--- src/rtl/cple_pkg.sv ---
`timescale 1ns / 1ps

package cple_pkg;

    localparam int unsigned HEAP_DEPTH = 1024;
    localparam int unsigned AW = $clog2(HEAP_DEPTH);
    localparam int unsigned SW = $clog2(HEAP_DEPTH + 1);
    localparam int unsigned CW = AW + 2;

    localparam logic [2:0] FN_ADD_XA = 3'd0;
    localparam logic [2:0] FN_ADD_AX = 3'd1;
    localparam logic [2:0] FN_SHIFT  = 3'd2;
    localparam logic [2:0] FN_CMIN   = 3'd3;
    localparam logic [2:0] FN_EVAL   = 3'd4;

    localparam logic [1:0] ST_OK       = 2'd0;
    localparam logic [1:0] ST_REVERSED = 2'd1;
    localparam logic [1:0] ST_FULL     = 2'd2;

    localparam logic [1:0] PS_DST_POS = 2'd0;
    localparam logic [1:0] PS_SRC_POS = 2'd1;
    localparam logic [1:0] PS_SRC_A   = 2'd2;
    localparam logic [1:0] PS_DST_A   = 2'd3;

    typedef logic [4:0] t_op;

    localparam t_op OP_NOP       = 5'd0;
    localparam t_op OP_LOAD      = 5'd1;
    localparam t_op OP_SHIFT     = 5'd2;
    localparam t_op OP_CMIN      = 5'd3;
    localparam t_op OP_RD_TOP    = 5'd4;
    localparam t_op OP_POP_INIT  = 5'd5;
    localparam t_op OP_POP_LAST  = 5'd6;
    localparam t_op OP_RD_L      = 5'd7;
    localparam t_op OP_CMP_L     = 5'd8;
    localparam t_op OP_CMP_R     = 5'd9;
    localparam t_op OP_WR_B      = 5'd10;
    localparam t_op OP_WR_E      = 5'd11;
    localparam t_op OP_TAKE      = 5'd12;
    localparam t_op OP_PUSH_LD   = 5'd13;
    localparam t_op OP_SET_FULL  = 5'd14;
    localparam t_op OP_PUSH_GROW = 5'd15;
    localparam t_op OP_RD_P      = 5'd16;
    localparam t_op OP_WR_UP     = 5'd17;
    localparam t_op OP_DIST      = 5'd18;
    localparam t_op OP_MUL_LO    = 5'd19;
    localparam t_op OP_MIN_HI    = 5'd20;
    localparam t_op OP_MIN_END   = 5'd21;
    localparam t_op OP_EV_INIT   = 5'd22;
    localparam t_op OP_EV_NEXT   = 5'd23;
    localparam t_op OP_EV_RD     = 5'd24;
    localparam t_op OP_EV_DIFF   = 5'd25;
    localparam t_op OP_EV_HI     = 5'd26;
    localparam t_op OP_EV_END    = 5'd27;

    typedef struct packed {
        t_op        op;
        logic [1:0] psel;
    } t_cmd;

    typedef struct packed {
        logic [2:0] func;
        logic       loop_go;
        logic       brk;
        logic       pop_single;
        logic       l_in;
        logic       moved;
        logic       p_zero;
        logic       p_full;
        logic       i_zero;
        logic       up;
        logic       ev_more;
        logic       ev_right;
    } t_stat;

    function automatic logic above(input logic is_max,
                                   input logic [63:0] kx, input logic [31:0] wx,
                                   input logic [63:0] ky, input logic [31:0] wy);
        logic keq;
        keq = (kx == ky);
        if (is_max) begin
            return ($signed(ky) < $signed(kx)) || (keq && (wx > wy));
        end
        return ($signed(kx) < $signed(ky)) || (keq && (wx < wy));
    endfunction

endpackage

--- src/rtl/cple_ctrl.sv ---
`timescale 1ns / 1ps

module cple_ctrl import cple_pkg::*; (
    input  logic  i_clk,
    input  logic  i_rst_n,
    input  logic  i_start,
    output logic  o_busy,
    output logic  o_valid,
    input  t_stat i_stat,
    output t_cmd  o_cmd
);

    localparam logic [4:0] S_IDLE     = 5'd0;
    localparam logic [4:0] S_DISP     = 5'd1;
    localparam logic [4:0] S_ADD_CHK  = 5'd2;
    localparam logic [4:0] S_ADD_TOP  = 5'd3;
    localparam logic [4:0] S_POP_LAST = 5'd4;
    localparam logic [4:0] S_SD_L     = 5'd5;
    localparam logic [4:0] S_SD_LW    = 5'd6;
    localparam logic [4:0] S_SD_RW    = 5'd7;
    localparam logic [4:0] S_SD_DEC   = 5'd8;
    localparam logic [4:0] S_TAKE     = 5'd9;
    localparam logic [4:0] S_PUSH_LD  = 5'd10;
    localparam logic [4:0] S_PUSH_ST  = 5'd11;
    localparam logic [4:0] S_SU       = 5'd12;
    localparam logic [4:0] S_SU_W     = 5'd13;
    localparam logic [4:0] S_DIST     = 5'd14;
    localparam logic [4:0] S_MLO      = 5'd15;
    localparam logic [4:0] S_MHI      = 5'd16;
    localparam logic [4:0] S_MEND     = 5'd17;
    localparam logic [4:0] S_EV_CHK   = 5'd18;
    localparam logic [4:0] S_EV_DIFF  = 5'd19;
    localparam logic [4:0] S_EV_MLO   = 5'd20;
    localparam logic [4:0] S_EV_MHI   = 5'd21;
    localparam logic [4:0] S_EV_END   = 5'd22;
    localparam logic [4:0] S_DONE     = 5'd23;

    logic [4:0] r_state, n_state;
    logic [1:0] r_phase, n_phase;
    logic [4:0] ret_state;
    logic [1:0] ret_phase;

    always_comb begin
        ret_phase = r_phase;
        unique case (r_phase)
            PS_DST_POS: begin ret_state = S_PUSH_LD; ret_phase = PS_SRC_POS; end
            PS_SRC_POS: begin ret_state = S_PUSH_LD; ret_phase = PS_SRC_A; end
            PS_SRC_A:   ret_state = S_DIST;
            default:    ret_state = S_DONE;
        endcase
    end

    always_comb begin
        n_state   = r_state;
        n_phase   = r_phase;
        o_cmd.op  = OP_NOP;
        o_cmd.psel = r_phase;
        unique case (r_state)
            S_IDLE: begin
                if (i_start) begin
                    o_cmd.op = OP_LOAD;
                    n_state  = S_DISP;
                end
            end
            S_DISP: begin
                unique case (i_stat.func)
                    FN_ADD_XA, FN_ADD_AX: n_state = S_ADD_CHK;
                    FN_SHIFT: begin o_cmd.op = OP_SHIFT; n_state = S_DONE; end
                    FN_CMIN:  begin o_cmd.op = OP_CMIN;  n_state = S_DONE; end
                    FN_EVAL:  begin o_cmd.op = OP_EV_INIT; n_state = S_EV_CHK; end
                    default:  n_state = S_DONE;
                endcase
            end
            S_ADD_CHK: begin
                if (i_stat.loop_go) begin
                    o_cmd.op = OP_RD_TOP;
                    n_state  = S_ADD_TOP;
                end else begin
                    n_phase = PS_DST_A;
                    n_state = S_PUSH_LD;
                end
            end
            S_ADD_TOP: begin
                if (i_stat.brk) begin
                    n_phase = PS_DST_A;
                    n_state = S_PUSH_LD;
                end else begin
                    o_cmd.op = OP_POP_INIT;
                    n_state  = i_stat.pop_single ? S_TAKE : S_POP_LAST;
                end
            end
            S_POP_LAST: begin o_cmd.op = OP_POP_LAST; n_state = S_SD_L; end
            S_SD_L: begin
                if (i_stat.l_in) begin
                    o_cmd.op = OP_RD_L;
                    n_state  = S_SD_LW;
                end else begin
                    o_cmd.op = OP_WR_E;
                    n_state  = S_TAKE;
                end
            end
            S_SD_LW: begin o_cmd.op = OP_CMP_L; n_state = S_SD_RW; end
            S_SD_RW: begin o_cmd.op = OP_CMP_R; n_state = S_SD_DEC; end
            S_SD_DEC: begin
                if (i_stat.moved) begin
                    o_cmd.op = OP_WR_B;
                    n_state  = S_SD_L;
                end else begin
                    o_cmd.op = OP_WR_E;
                    n_state  = S_TAKE;
                end
            end
            S_TAKE: begin
                o_cmd.op = OP_TAKE;
                n_phase  = PS_DST_POS;
                n_state  = S_PUSH_LD;
            end
            S_PUSH_LD: begin o_cmd.op = OP_PUSH_LD; n_state = S_PUSH_ST; end
            S_PUSH_ST: begin
                if (i_stat.p_zero) begin
                    n_state = ret_state;
                    n_phase = ret_phase;
                end else if (i_stat.p_full) begin
                    o_cmd.op = OP_SET_FULL;
                    n_state  = ret_state;
                    n_phase  = ret_phase;
                end else begin
                    o_cmd.op = OP_PUSH_GROW;
                    n_state  = S_SU;
                end
            end
            S_SU: begin
                if (i_stat.i_zero) begin
                    o_cmd.op = OP_WR_E;
                    n_state  = ret_state;
                    n_phase  = ret_phase;
                end else begin
                    o_cmd.op = OP_RD_P;
                    n_state  = S_SU_W;
                end
            end
            S_SU_W: begin
                if (i_stat.up) begin
                    o_cmd.op = OP_WR_UP;
                    n_state  = S_SU;
                end else begin
                    o_cmd.op = OP_WR_E;
                    n_state  = ret_state;
                    n_phase  = ret_phase;
                end
            end
            S_DIST: begin o_cmd.op = OP_DIST;    n_state = S_MLO; end
            S_MLO:  begin o_cmd.op = OP_MUL_LO;  n_state = S_MHI; end
            S_MHI:  begin o_cmd.op = OP_MIN_HI;  n_state = S_MEND; end
            S_MEND: begin o_cmd.op = OP_MIN_END; n_state = S_ADD_CHK; end
            S_EV_CHK: begin
                if (i_stat.ev_more) begin
                    o_cmd.op = OP_EV_RD;
                    n_state  = S_EV_DIFF;
                end else if (!i_stat.ev_right) begin
                    o_cmd.op = OP_EV_NEXT;
                end else begin
                    n_state = S_DONE;
                end
            end
            S_EV_DIFF: begin o_cmd.op = OP_EV_DIFF; n_state = S_EV_MLO; end
            S_EV_MLO:  begin o_cmd.op = OP_MUL_LO;  n_state = S_EV_MHI; end
            S_EV_MHI:  begin o_cmd.op = OP_EV_HI;   n_state = S_EV_END; end
            S_EV_END:  begin o_cmd.op = OP_EV_END;  n_state = S_EV_CHK; end
            S_DONE:    n_state = S_IDLE;
            default:   n_state = S_IDLE;
        endcase
    end

    always_ff @(posedge i_clk) begin
        if (!i_rst_n) begin
            r_state <= S_IDLE;
            r_phase <= PS_DST_POS;
        end else begin
            r_state <= n_state;
            r_phase <= n_phase;
        end
    end

    assign o_busy  = (r_state != S_IDLE);
    assign o_valid = (r_state == S_DONE);

endmodule

--- config.mk ---
export PLATFORM = sky130hd
export DESIGN_NAME = cple_ctrl
export DESIGN_NICKNAME = d
export VERILOG_FILES = /design/src/rtl/cple_pkg.sv /design/src/rtl/cple_ctrl.sv
export SDC_FILE = /design/constraint.sdc
export NUM_CORES = 1
export LEC_CHECK = 0
export CAP_MARGIN = 20
export CORE_MARGIN = 8
export CORE_UTILIZATION = 53
export CTS_CLUSTER_DIAMETER = 200
export DETAILED_ROUTE_END_ITERATION = 12
export DONT_BUFFER_PORTS = 1
export PLACE_DENSITY_LB_ADDON = 0.3
export REMOVE_ABC_BUFFERS = 1
export SYNTH_ARGS = -nofsm -noshare
export SYNTH_HDL_FRONTEND = slang
export SYNTH_SLANG_ARGS = --single-unit
--- constraint.sdc ---
create_clock -name i_clk -period 3.9 [get_ports i_clk]
set_input_delay 0.975 -clock i_clk [delete_from_list [all_inputs] [get_ports i_clk]]
set_output_delay 0.975 -clock i_clk [all_outputs]
set_load 0.03 [all_outputs]
==> results by group, run 1 <==
Synthesis
  – Mean Syn Cell Area: ~6.7 um^2
  – Unique cell type count in the Yosys netlist: 58
  – Cells after Synth: between 150 and 200
  – Synth Warn #: 0
  – Fraction of registers with async set/reset: 0%
  – Area of the mapped netlist: between 1000 and 1500 um^2
  – Number of synthesized flops with an enable pin: 0
  – Register area share after synthesis: between 10% and 20%
  – Top_reg_cell synth: dfxtp_1
  – Post-synthesis register bit count: 7

Die
  – Die Span X: approximately 65 um
  – Die footprint: between 4000 and 5000 um^2
  – Die Ht: 65.48 um
  – Starting density of the core: between 50% and 60%
  – FP Rows: 18
  – Num ports: 26
  – Core ar.: 2387 um^2

Power
  – Flop pwr share: just under 20%
  – Max VDD drop: around 490 uV
  – Cell leakage power: 0.4660 nW
  – Comb power frac: between 70% and 80%
  – Power density over cell area: 819.5 nW/um^2
  – Internal Power: 0.4310 mW
  – Switch share: 60.53%
  – Power, Total: ~1.1 mW
  – Sw Pwr: approximately 0.66 mW
  – Clock power share: slightly above 6%

Setup path
  – CP peak stage delay: 0.86 ns
  – Crit-path leading delay family: simple AND/OR/NAND/NOR gates
  – Worst-path cell chain: and2b_4, nand2b_4, nor4_2, o21bai_1, or4_1
  – CP required: 2.92 ns
  – Worst-path maximum fanout: 22
  – CP Buf/Inv Count: 0
  – Crit path launch type: register
  – Setup CP Type: reg -> out
  – CP arrival: around 2.4 ns
  – Setup crit end kind: output port
  – Slowest stage cell on the critical path: dfxtp_1

Final layout
  – Final nets: 210
  – N_diodes: 0
  – Most frequent cells in the layout: nor2_1, nand2_1, o21ai_0
  – Finished Cell Area: 1333 um^2
  – Synthesis-to-finish area growth: 2.700%
  – Share of cells above drive strength 1: a little over an eighth

Clock network
  – Longest Clk Path Bufs: 2
  – CTS H-Tree Depth: 1
  – Post-cts resize count: 0
  – Clk sinks: 7
  – Post-CTS Setup Bufs: 0
  – Clock transition at path regs: 0.05 ns
  – CTS root buf: clkbuf_4
  – CTS Buf Count: 3
  – Clk Latency, worst-skew pair: 0.25 ns
  – CTS Hold Buffers Added: 0
  – CTS tree: yes

Route
  – Via Count: 1578
  – Routed len/inst: just under 20 um
  – DR pass1 iterations: 5
  – DR DRC count: 0
  – Vias per cell: around 7
  – Final wirelength: between 4 and 5 mm
  – DRT iter0 DRCs: 256
  – Final antenna-violating net count: 0

STA
  – Final Critical Period: 3.403 ns
  – RSZ-0062 raised after global routing: no
  – Hold Slack: between 0.6 and 0.7 ns
  – Relative slew margins: around 45%
  – Worst Tran Pin Value: approximately 0.83 ns
  – Setup_tns: 0 ns
  – Setup violations, final: 0
  – Crit share post-route: approximately 87%
  – Fmax: about 290 MHz
  – Clk_skew: 0.001877 ns
  – Final max-slew violation count: 0
  – Final hold viol count: 0

Global route
  – Largest net degree at the start of global routing: 23
  – Vias in the first global route: about 1400
  – Global-route usage over all layers: between 20% and 30%
  – Number of antenna violations at the first check in global routing: 0
  – First-pass GRT wire length: 7.044 mm
  – Overflow after GRT: 0

Place
  – Port Buffers: 0
  – GPL Wtd Cong: 0.9764
  – DP Area: between 1000 and 1500 um^2
  – Post-detail-place hpwl: 3.372 mm

Flow run
  – MaxCap Viol Count: 0

Status
  – Status: finished, final reports clean

Worst hold path
  – Worst hold path type: reg -> reg
tightest hold or removal path: stages (launching register included):
cell and delay [ns]:
dfxtp_1 0.47, inv_1 0.11, a21oi_1 0.06
sequential cells by signal, indices dropped and copies added, names as in the netlist:
name     cells
r_phase      2
r_state      5
area by class of cell:
cell class	instances	area, um^2
tap	30	37.54
fill	254	1055
multi-input combinational	160	1012
timing repair buffer	10	75.07
inverter	11	41.29
clock buffer	4	26.28
sequential	7	140.1
worst paths after layout:
| kind | from | endpoint | slack (ns) | depth (start not counted) |
|---|---|---|---|---|
| worst max register to register | r_state[3] | r_state[0] | 1.66 | 5 |
| worst max-delay path | r_state[3] | o_cmd[2] | 0.50 | 5 |
| worst min register to register | r_phase[1] | r_phase[1] | 0.70 | 2 |
| worst min-delay path | r_phase[1] | r_phase[1] | 0.70 | 2 |
layer usage:
| layer | wire [um] | GRT usage, % | up-vias |
|---|---|---|---|
| met3 | 685 | 7.313 | 16 |
| met5 | 0 | 0 | - |
| met4 | 93 | 2.452 | 0 |
| met1 | 1689 | 27.46 | 703 |
| li1 | - | - | 723 |
| met2 | 1907 | 30.26 | 136 |
power groups by stage:
stage | Sequential [mW] | Combinational, mW | Clock (mW)
floorplan | 0.227 | 0.559 | 0
global placement | 0.209 | 0.779 | 0
detailed placement | 0.214 | 0.789 | 0
CTS | 0.212 | 0.793 | 0.0697
global route | 0.221 | 0.871 | 0.0747
finish | 0.216 | 0.809 | 0.0675
Yosys cell counts, types with 3 or more instances:
cell type | count | area, um^2
a21oi_1 | 15 | 75.07
a31oi_1 | 3 | 18.77
buf_2 | 5 | 25.02
buf_4 | 6 | 45.04
clkbuf_1 | 3 | 11.26
dfxtp_1 | 7 | 140.1
inv_1 | 10 | 37.54
nand2_1 | 17 | 63.81
nand2b_1 | 3 | 18.77
nand3_1 | 7 | 35.03
nand4_1 | 5 | 31.28
nor2_1 | 17 | 63.81
nor2b_1 | 6 | 37.54
nor3_1 | 7 | 35.03
nor4_1 | 3 | 18.77
o211ai_1 | 3 | 22.52
o21ai_0 | 17 | 85.08
o21bai_1 | 3 | 22.52
o22ai_1 | 3 | 18.77
o31a_1 | 3 | 26.28
or2_2 | 3 | 18.77
logic make-up (layout without fill, tap and decap cells):
family / Yosys count / in the layout / share of synthesized area (%)
buf+inv: 27 / 25 / 11.19
mux: 3 / 3 / 2.411
simple gates: 87 / 87 / 38.57
flops: 7 / 7 / 10.80
xor+xnor: 1 / 1 / 0.6751
compound gates: 69 / 69 / 36.36
stage by stage:
step | std cells | setup slack [ns] | util (%)
CTS | 222 | 0.5180 | 55.82
global route | 222 | 0.2995 | 55.82
finish | 222 | 0.4974 | 55.82
global placement | 218 | 0.7938 | 54.72
floorplan | 178 | 0.9682 | -
detailed placement | 218 | 0.7937 | 54.72
Power figures use the tool's default switching activity.
==> inputs of run 2 (changes only) <==
--- a/config.mk
+++ b/config.mk
@@ -11,8 +11,9 @@
 export CTS_CLUSTER_DIAMETER = 200
 export DETAILED_ROUTE_END_ITERATION = 12
 export DONT_BUFFER_PORTS = 1
-export PLACE_DENSITY_LB_ADDON = 0.3
+export PLACE_DENSITY = 0.68
 export REMOVE_ABC_BUFFERS = 1
+export SKIP_CTS_REPAIR_TIMING = 1
 export SYNTH_ARGS = -nofsm -noshare
 export SYNTH_HDL_FRONTEND = slang
 export SYNTH_SLANG_ARGS = --single-unit
==> constraint.sdc (replaced) <==
create_clock -name i_clk -period 3.9 [get_ports i_clk]
set_input_delay 0.585 -clock i_clk [delete_from_list [all_inputs] [get_ports i_clk]]
set_output_delay 0.585 -clock i_clk [all_outputs]
set_load 0.03 [all_outputs]
==> results by group, run 2 (same netlist as run 1, synthesis figures left out) <==
Status
  – Status: finished, final reports clean

Setup path
  – CP startpoint: r_state[0]
  – Reg2reg start: r_state[0]
  – Worst R2R Setup Slack: 1.56 ns
  – CP arrival: around 2.7 ns
  – Setup crit end kind: output port
  – CP required: 3.31 ns
  – Crit path launch type: register
  – R2R cell count: 5
  – Setup CP Type: reg -> out
  – FF-to-FF End: r_state[0]
  – Worst-path maximum fanout: 34

Clock network
  – Clk sinks: 7
  – CTS tree: yes
  – Longest Clk Path Bufs: 2
  – CTS Buf Count: 3
  – CTS root buf: clkbuf_4
  – Clk Latency, worst-skew pair: ~0.24 ns
  – Clock transition at path regs: around 0.050 ns
  – CTS H-Tree Depth: 1

STA
  – Crit share post-route: between 80% and 90%
  – Setup ws final: 0.6021 ns
  – Setup_tns: 0 ns
  – Final max-slew violation count: 0
  – Final hold viol count: 0
  – Fmax: roughly 300 MHz
  – RSZ-0062 raised after global routing: no
  – Worst Tran Pin Value: between 1 and 1.5 ns
  – Final Critical Period: 3.298 ns
  – Hold Slack: between 0.4 and 0.5 ns
  – Relative slew margins: 27.99%
  – Clk_skew: 0.005133 ns
  – Setup violations, final: 0

Die
  – Num ports: 26
  – Die Ht: about 65 um
  – Die Span X: 65.48 um
  – Core ar.: ~2400 um^2
  – Starting density of the core: between 50% and 60%
  – Die footprint: around 4300 um^2
  – FP Rows: 18

Global route
  – Overflow after GRT: 0
  – Largest net degree at the start of global routing: 35
  – Global-route usage over all layers: 19.50%
  – Number of antenna violations at the first check in global routing: 0
  – Vias in the first global route: about 1400
  – First-pass GRT wire length: between 6 and 7 mm

Power
  – Max VDD drop: around 430 uV
  – Power density over cell area: 820.1 nW/um^2
  – Cell leakage power: 0.4248 nW

Route
  – Routed len/inst: approximately 20 um
  – DR pass1 iterations: 5
  – Vias per cell: slightly above 7
  – DRT iter0 DRCs: approximately 210
  – DR DRC count: 0
  – Final antenna-violating net count: 0
  – Via Count: about 1500
  – Final wirelength: around 4.2 mm

Flow run
  – MaxCap Viol Count: 0

Final layout
  – Largest register FFs: 5
  – Multi-input gate area: about 1000 um^2
  – Filler cells: between 200 and 300
  – Synthesis-to-finish area growth: -1.929%
  – Top flop regs: r_state: 5 flops, r_phase: 2 flops
  – Final nets: between 200 and 250
  – N_diodes: 0
  – Share of cells above drive strength 1: 9.783%
  – Most frequent cells in the layout: nor2_1, nand2_1, o21ai_0
  – Register area: between 100 and 150 um^2
  – Largest reg by FF count: r_state

Worst hold path
  – Hold path endpoint: r_state[1]
  – Hold Path Stages: 1
  – Launch point of the worst hold path: i_rst_n
  – Worst hold path type: in -> reg

Place
  – DP Worst Slack: 0.9624 ns
  – Port Buffers: 0
  – GPL Wtd Cong: 0.9712
  – Post-detail-place hpwl: 3.143 mm
==> run 2: cell count changes in the layout (fill, tap and decap cells not counted) <==
| cell | previous run | this run |
|---|---|---|
| buf_4 | 10 | 2 |
==> run 2: final cells by class <==
class                           count  share of cell area, %
Inverter                           11                  3.245
Clock buffer                        4                  2.065
Timing Repair Buffer                2                  1.180
Multi-Input combinational cell    160                  79.55
Tap cell                           30                  2.950
Sequential cell                     7                  11.01
==> run 2: critical path: stages (launching register included) <==
cell and delay [ns]:
dfxtp_1 1.03, nor3b_4 0.42, nand2_1 0.11, nor4b_1 0.41, a211oi_1 0.14, nand4_1 0.35
==> run 2: layer usage <==
layer  up-vias  routed length (um)  track usage, %
li1        708                   -               -
met1       695                1588           24.46
met2       119                1947           31.12
met3        10                 619           5.952
met4         0                  70           5.995
met5         -                   0               0
==> run 2: how the worst max path moves through the flow <==
stage,to,cells past startpoint
after floorplan,o_cmd[2],4
after global placement,o_cmd[4],5
after detailed placement,o_cmd[4],5
after CTS,o_cmd[4],5
after global routing,o_cmd[4],5
final,o_cmd[4],5
==> run 2: stage by stage <==
step	total power [mW]	util (%)	area [um^2]	std cells
floorplan	0.7868	-	1194	178
global placement	0.9490	52.20	1246	210
finish	1.044	53.30	1272	214
global route	1.116	53.30	1272	214
CTS	1.022	53.30	1272	214
detailed placement	0.9553	52.20	1246	210
==> run 2: power by group <==
part	switching (mW)	internal, mW
Sequential	0.161	0.101
Clock	0.0235	0.0388
Combinational	0.460	0.259
Total	0.645	0.399
==> inputs of run 3 (changes only) <==
--- a/config.mk
+++ b/config.mk
@@ -5,6 +5,7 @@
 export SDC_FILE = /design/constraint.sdc
 export NUM_CORES = 1
 export LEC_CHECK = 0
+export ABC_AREA = 1
 export CAP_MARGIN = 20
 export CORE_MARGIN = 8
 export CORE_UTILIZATION = 53
==> constraint.sdc (replaced) <==
create_clock -name i_clk -period 3.27 [get_ports i_clk]
set_input_delay 0.4905 -clock i_clk [delete_from_list [all_inputs] [get_ports i_clk]]
set_output_delay 0.4905 -clock i_clk [all_outputs]
set_load 0.03 [all_outputs]
==> results by group, run 3 <==
Synthesis
  – Unique cell type count in the Yosys netlist: 30
  – Most frequent cell after synthesis: nand2_1
  – Largest cells by area after synthesis: nand2_1, nor2_1, dfxtp_1
  – Fraction of registers with async set/reset: 0%
  – Mean Syn Cell Area: ~5.6 um^2
  – Post-synthesis register bit count: 7
  – Cells after Synth: ~220
  – Area of the mapped netlist: roughly 1200 um^2
  – Register area share after synthesis: 11.37%
  – Area fraction of the dominant cell type after synthesis: 15.84%
  – Synth Warn #: 0
  – Post-synth top cells: nand2_1, nor2_1, inv_1
  – Number of synthesized flops with an enable pin: 0
  – Leading area contributor after synthesis: nand2_1
  – Top_reg_cell synth: dfxtp_1

Setup path
  – Worst Setup EP: o_cmd[3]
  – Setup crit end kind: output port
  – Cell count along the critical path: 7
  – Worst-path maximum fanout: 8
  – CP Buf/Inv Count: 1
  – Slowest stage cell on the critical path: dfxtp_1
  – CP arrival: around 2.1 ns
  – Setup CP Type: reg -> out
  – FF-to-FF End: r_state[1]
  – CP required: roughly 2.8 ns
  – Crit path launch type: register
  – CP startpoint: r_state[4]
  – Reg2reg start: r_state[4]
  – Crit-path leading delay family: simple AND/OR/NAND/NOR gates
  – CP peak stage delay: around 0.59 ns
  – Worst-path cell chain: inv_4, nand2_1, nor2_4, nand2_1, nand2_2, nor3_1, nand4_1
  – CP dominant cell by count: nand2_1
  – Worst R2R Setup Slack: between 1.5 and 2 ns
  – R2R cell count: 9

Power
  – Comb power frac: 72.1%
  – Max VDD drop: around 760 uV
  – Internal Power: around 0.38 mW
  – Clock power share: under 10%
  – Power density over cell area: 861.9 nW/um^2
  – Switch share: around 66%
  – Flop pwr share: about a fifth
  – Cell leakage power: 0.6502 nW
  – Sw Pwr: ~0.72 mW

Clock network
  – CTS Buf Count: 3
  – Clk Latency, worst-skew pair: approximately 0.25 ns
  – CTS root buf: clkbuf_4
  – Clock transition at path regs: about 0.05 ns
  – CTS H-Tree Depth: 1
  – CTS tree: yes
  – Longest Clk Path Bufs: 2
  – Clk sinks: 7

Place
  – Placed instance count: approximately 250
  – DP Area: ~1200 um^2
  – Port Buffers: 0
  – Post-detail-place hpwl: approximately 3.5 mm
  – GPL Wtd Cong: ~1.0

Route
  – DR pass1 iterations: 4
  – Final wirelength: slightly above 4 mm
  – DR DRC count: 0
  – Via Count: around 1500
  – Final antenna-violating net count: 0
  – Routed len/inst: ~16 um
  – Vias per cell: 5.793
  – DRT iter0 DRCs: approximately 160

Status
  – Status: finished, final reports clean

Global route
  – Vias in the first global route: approximately 1400
  – Global-route usage over all layers: 19.32%
  – Number of antenna violations at the first check in global routing: 0
  – First-pass GRT wire length: between 6 and 7 mm
  – Largest net degree at the start of global routing: 9
  – Overflow after GRT: 0

Final layout
  – Finished Cell Area: between 1000 and 1500 um^2
  – Commonest non-fill, non-tap cell in the layout: nand2_1
  – Share of cells above drive strength 1: between 10% and 20%
  – Most frequent cells in the layout: nand2_1, nor2_1, inv_1
  – Top flop regs: r_state: 5 flops, r_phase: 2 flops
  – Synthesis-to-finish area growth: 3.452%
  – Final nets: 241
  – Largest reg by FF count: r_state
  – Finished Layout Cells: around 250
  – N_diodes: 0
  – Largest register FFs: 5

Worst hold path
  – Launch point of the worst hold path: i_rst_n
  – Worst hold path type: in -> reg

STA
  – Setup violations, final: 0
  – Final Critical Period: between 2 and 3 ns
  – Setup_tns: 0 ns
  – Fmax: 392.5 MHz
  – RSZ-0062 raised after global routing: no
  – Final hold viol count: 0
  – Worst Tran Pin Value: roughly 0.72 ns
  – Final max-slew violation count: 0
  – Relative slew margins: between 50% and 60%
  – Clk_skew: around 0.0033 ns
  – Crit share post-route: 77.92%

Die
  – Num ports: 26
  – FP Rows: 17
  – Starting density of the core: a little under three fifths
  – Die Span X: approximately 64 um
  – Die footprint: approximately 4100 um^2
  – Die Ht: 64.22 um
  – Core ar.: around 2200 um^2

Flow run
  – MaxCap Viol Count: 0
## run 3: routing by layer
layer	up-vias	wire length, um	track usage, %
li1	719	-	-
met1	636	1647	22.41
met5	-	0	0
met2	82	1894	32.62
met4	0	153	8.992
met3	17	412	4.704
## run 3: cells by family (layout without fill, tap and decap cells)
| family | Yosys count | in the layout | synth area share (%) |
|---|---|---|---|
| DFF | 7 | 7 | 11.37 |
| and+or+nand+nor | 162 | 162 | 67.11 |
| buffers and inverters | 30 | 32 | 10.56 |
| AOI/OAI and AO/OA | 22 | 22 | 10.97 |
## run 3: per-stage QoR
stage	hold slack [ns]	utilization [%]	power (mW)	setup slack (ns)
finish	0.3387	57.64	1.099	0.7219
global route	0.3398	57.64	1.172	0.5986
CTS	0.3334	57.64	1.090	0.7263
detailed placement	0.5970	56.45	1.009	1.003
global placement	0.5903	56.45	1.004	1.022
floorplan	0.5881	-	0.8527	1.272
## run 3: how the worst min path moves through the flow
stage / to / slack (ns) / depth (start not counted)
final: r_state[1] / 0.34 / 2
after global routing: r_state[1] / 0.34 / 2
after CTS: r_state[1] / 0.33 / 2
after detailed placement: r_state[3] / 0.60 / 2
after global placement: r_state[1] / 0.59 / 2
after floorplan: r_state[1] / 0.59 / 2
## run 3: worst register-to-register path, delay by kind of cell, from the launching register on
kind / cells / cell delay, ns
AOI/OAI and AO/OA: 1 / 0.09
buffers and inverters: 2 / 0.13
DFF: 1 / 0.59
and+or+nand+nor: 6 / 0.83
## run 3: cell type report
type	instances	area (um^2)
tap	28	35.03
inverter	28	111.4
fill	242	937.1
multi-input combinational	184	962.2
clock buffer	4	26.28
sequential	7	140.1
## run 3: power by group through the flow
stage	clock network (mW)	registers, mW	logic [mW]
global placement	0	0.226	0.778
global route	0.0838	0.236	0.852
floorplan	0	0.214	0.639
finish	0.0787	0.228	0.792
detailed placement	0	0.229	0.780
CTS	0.0815	0.227	0.782
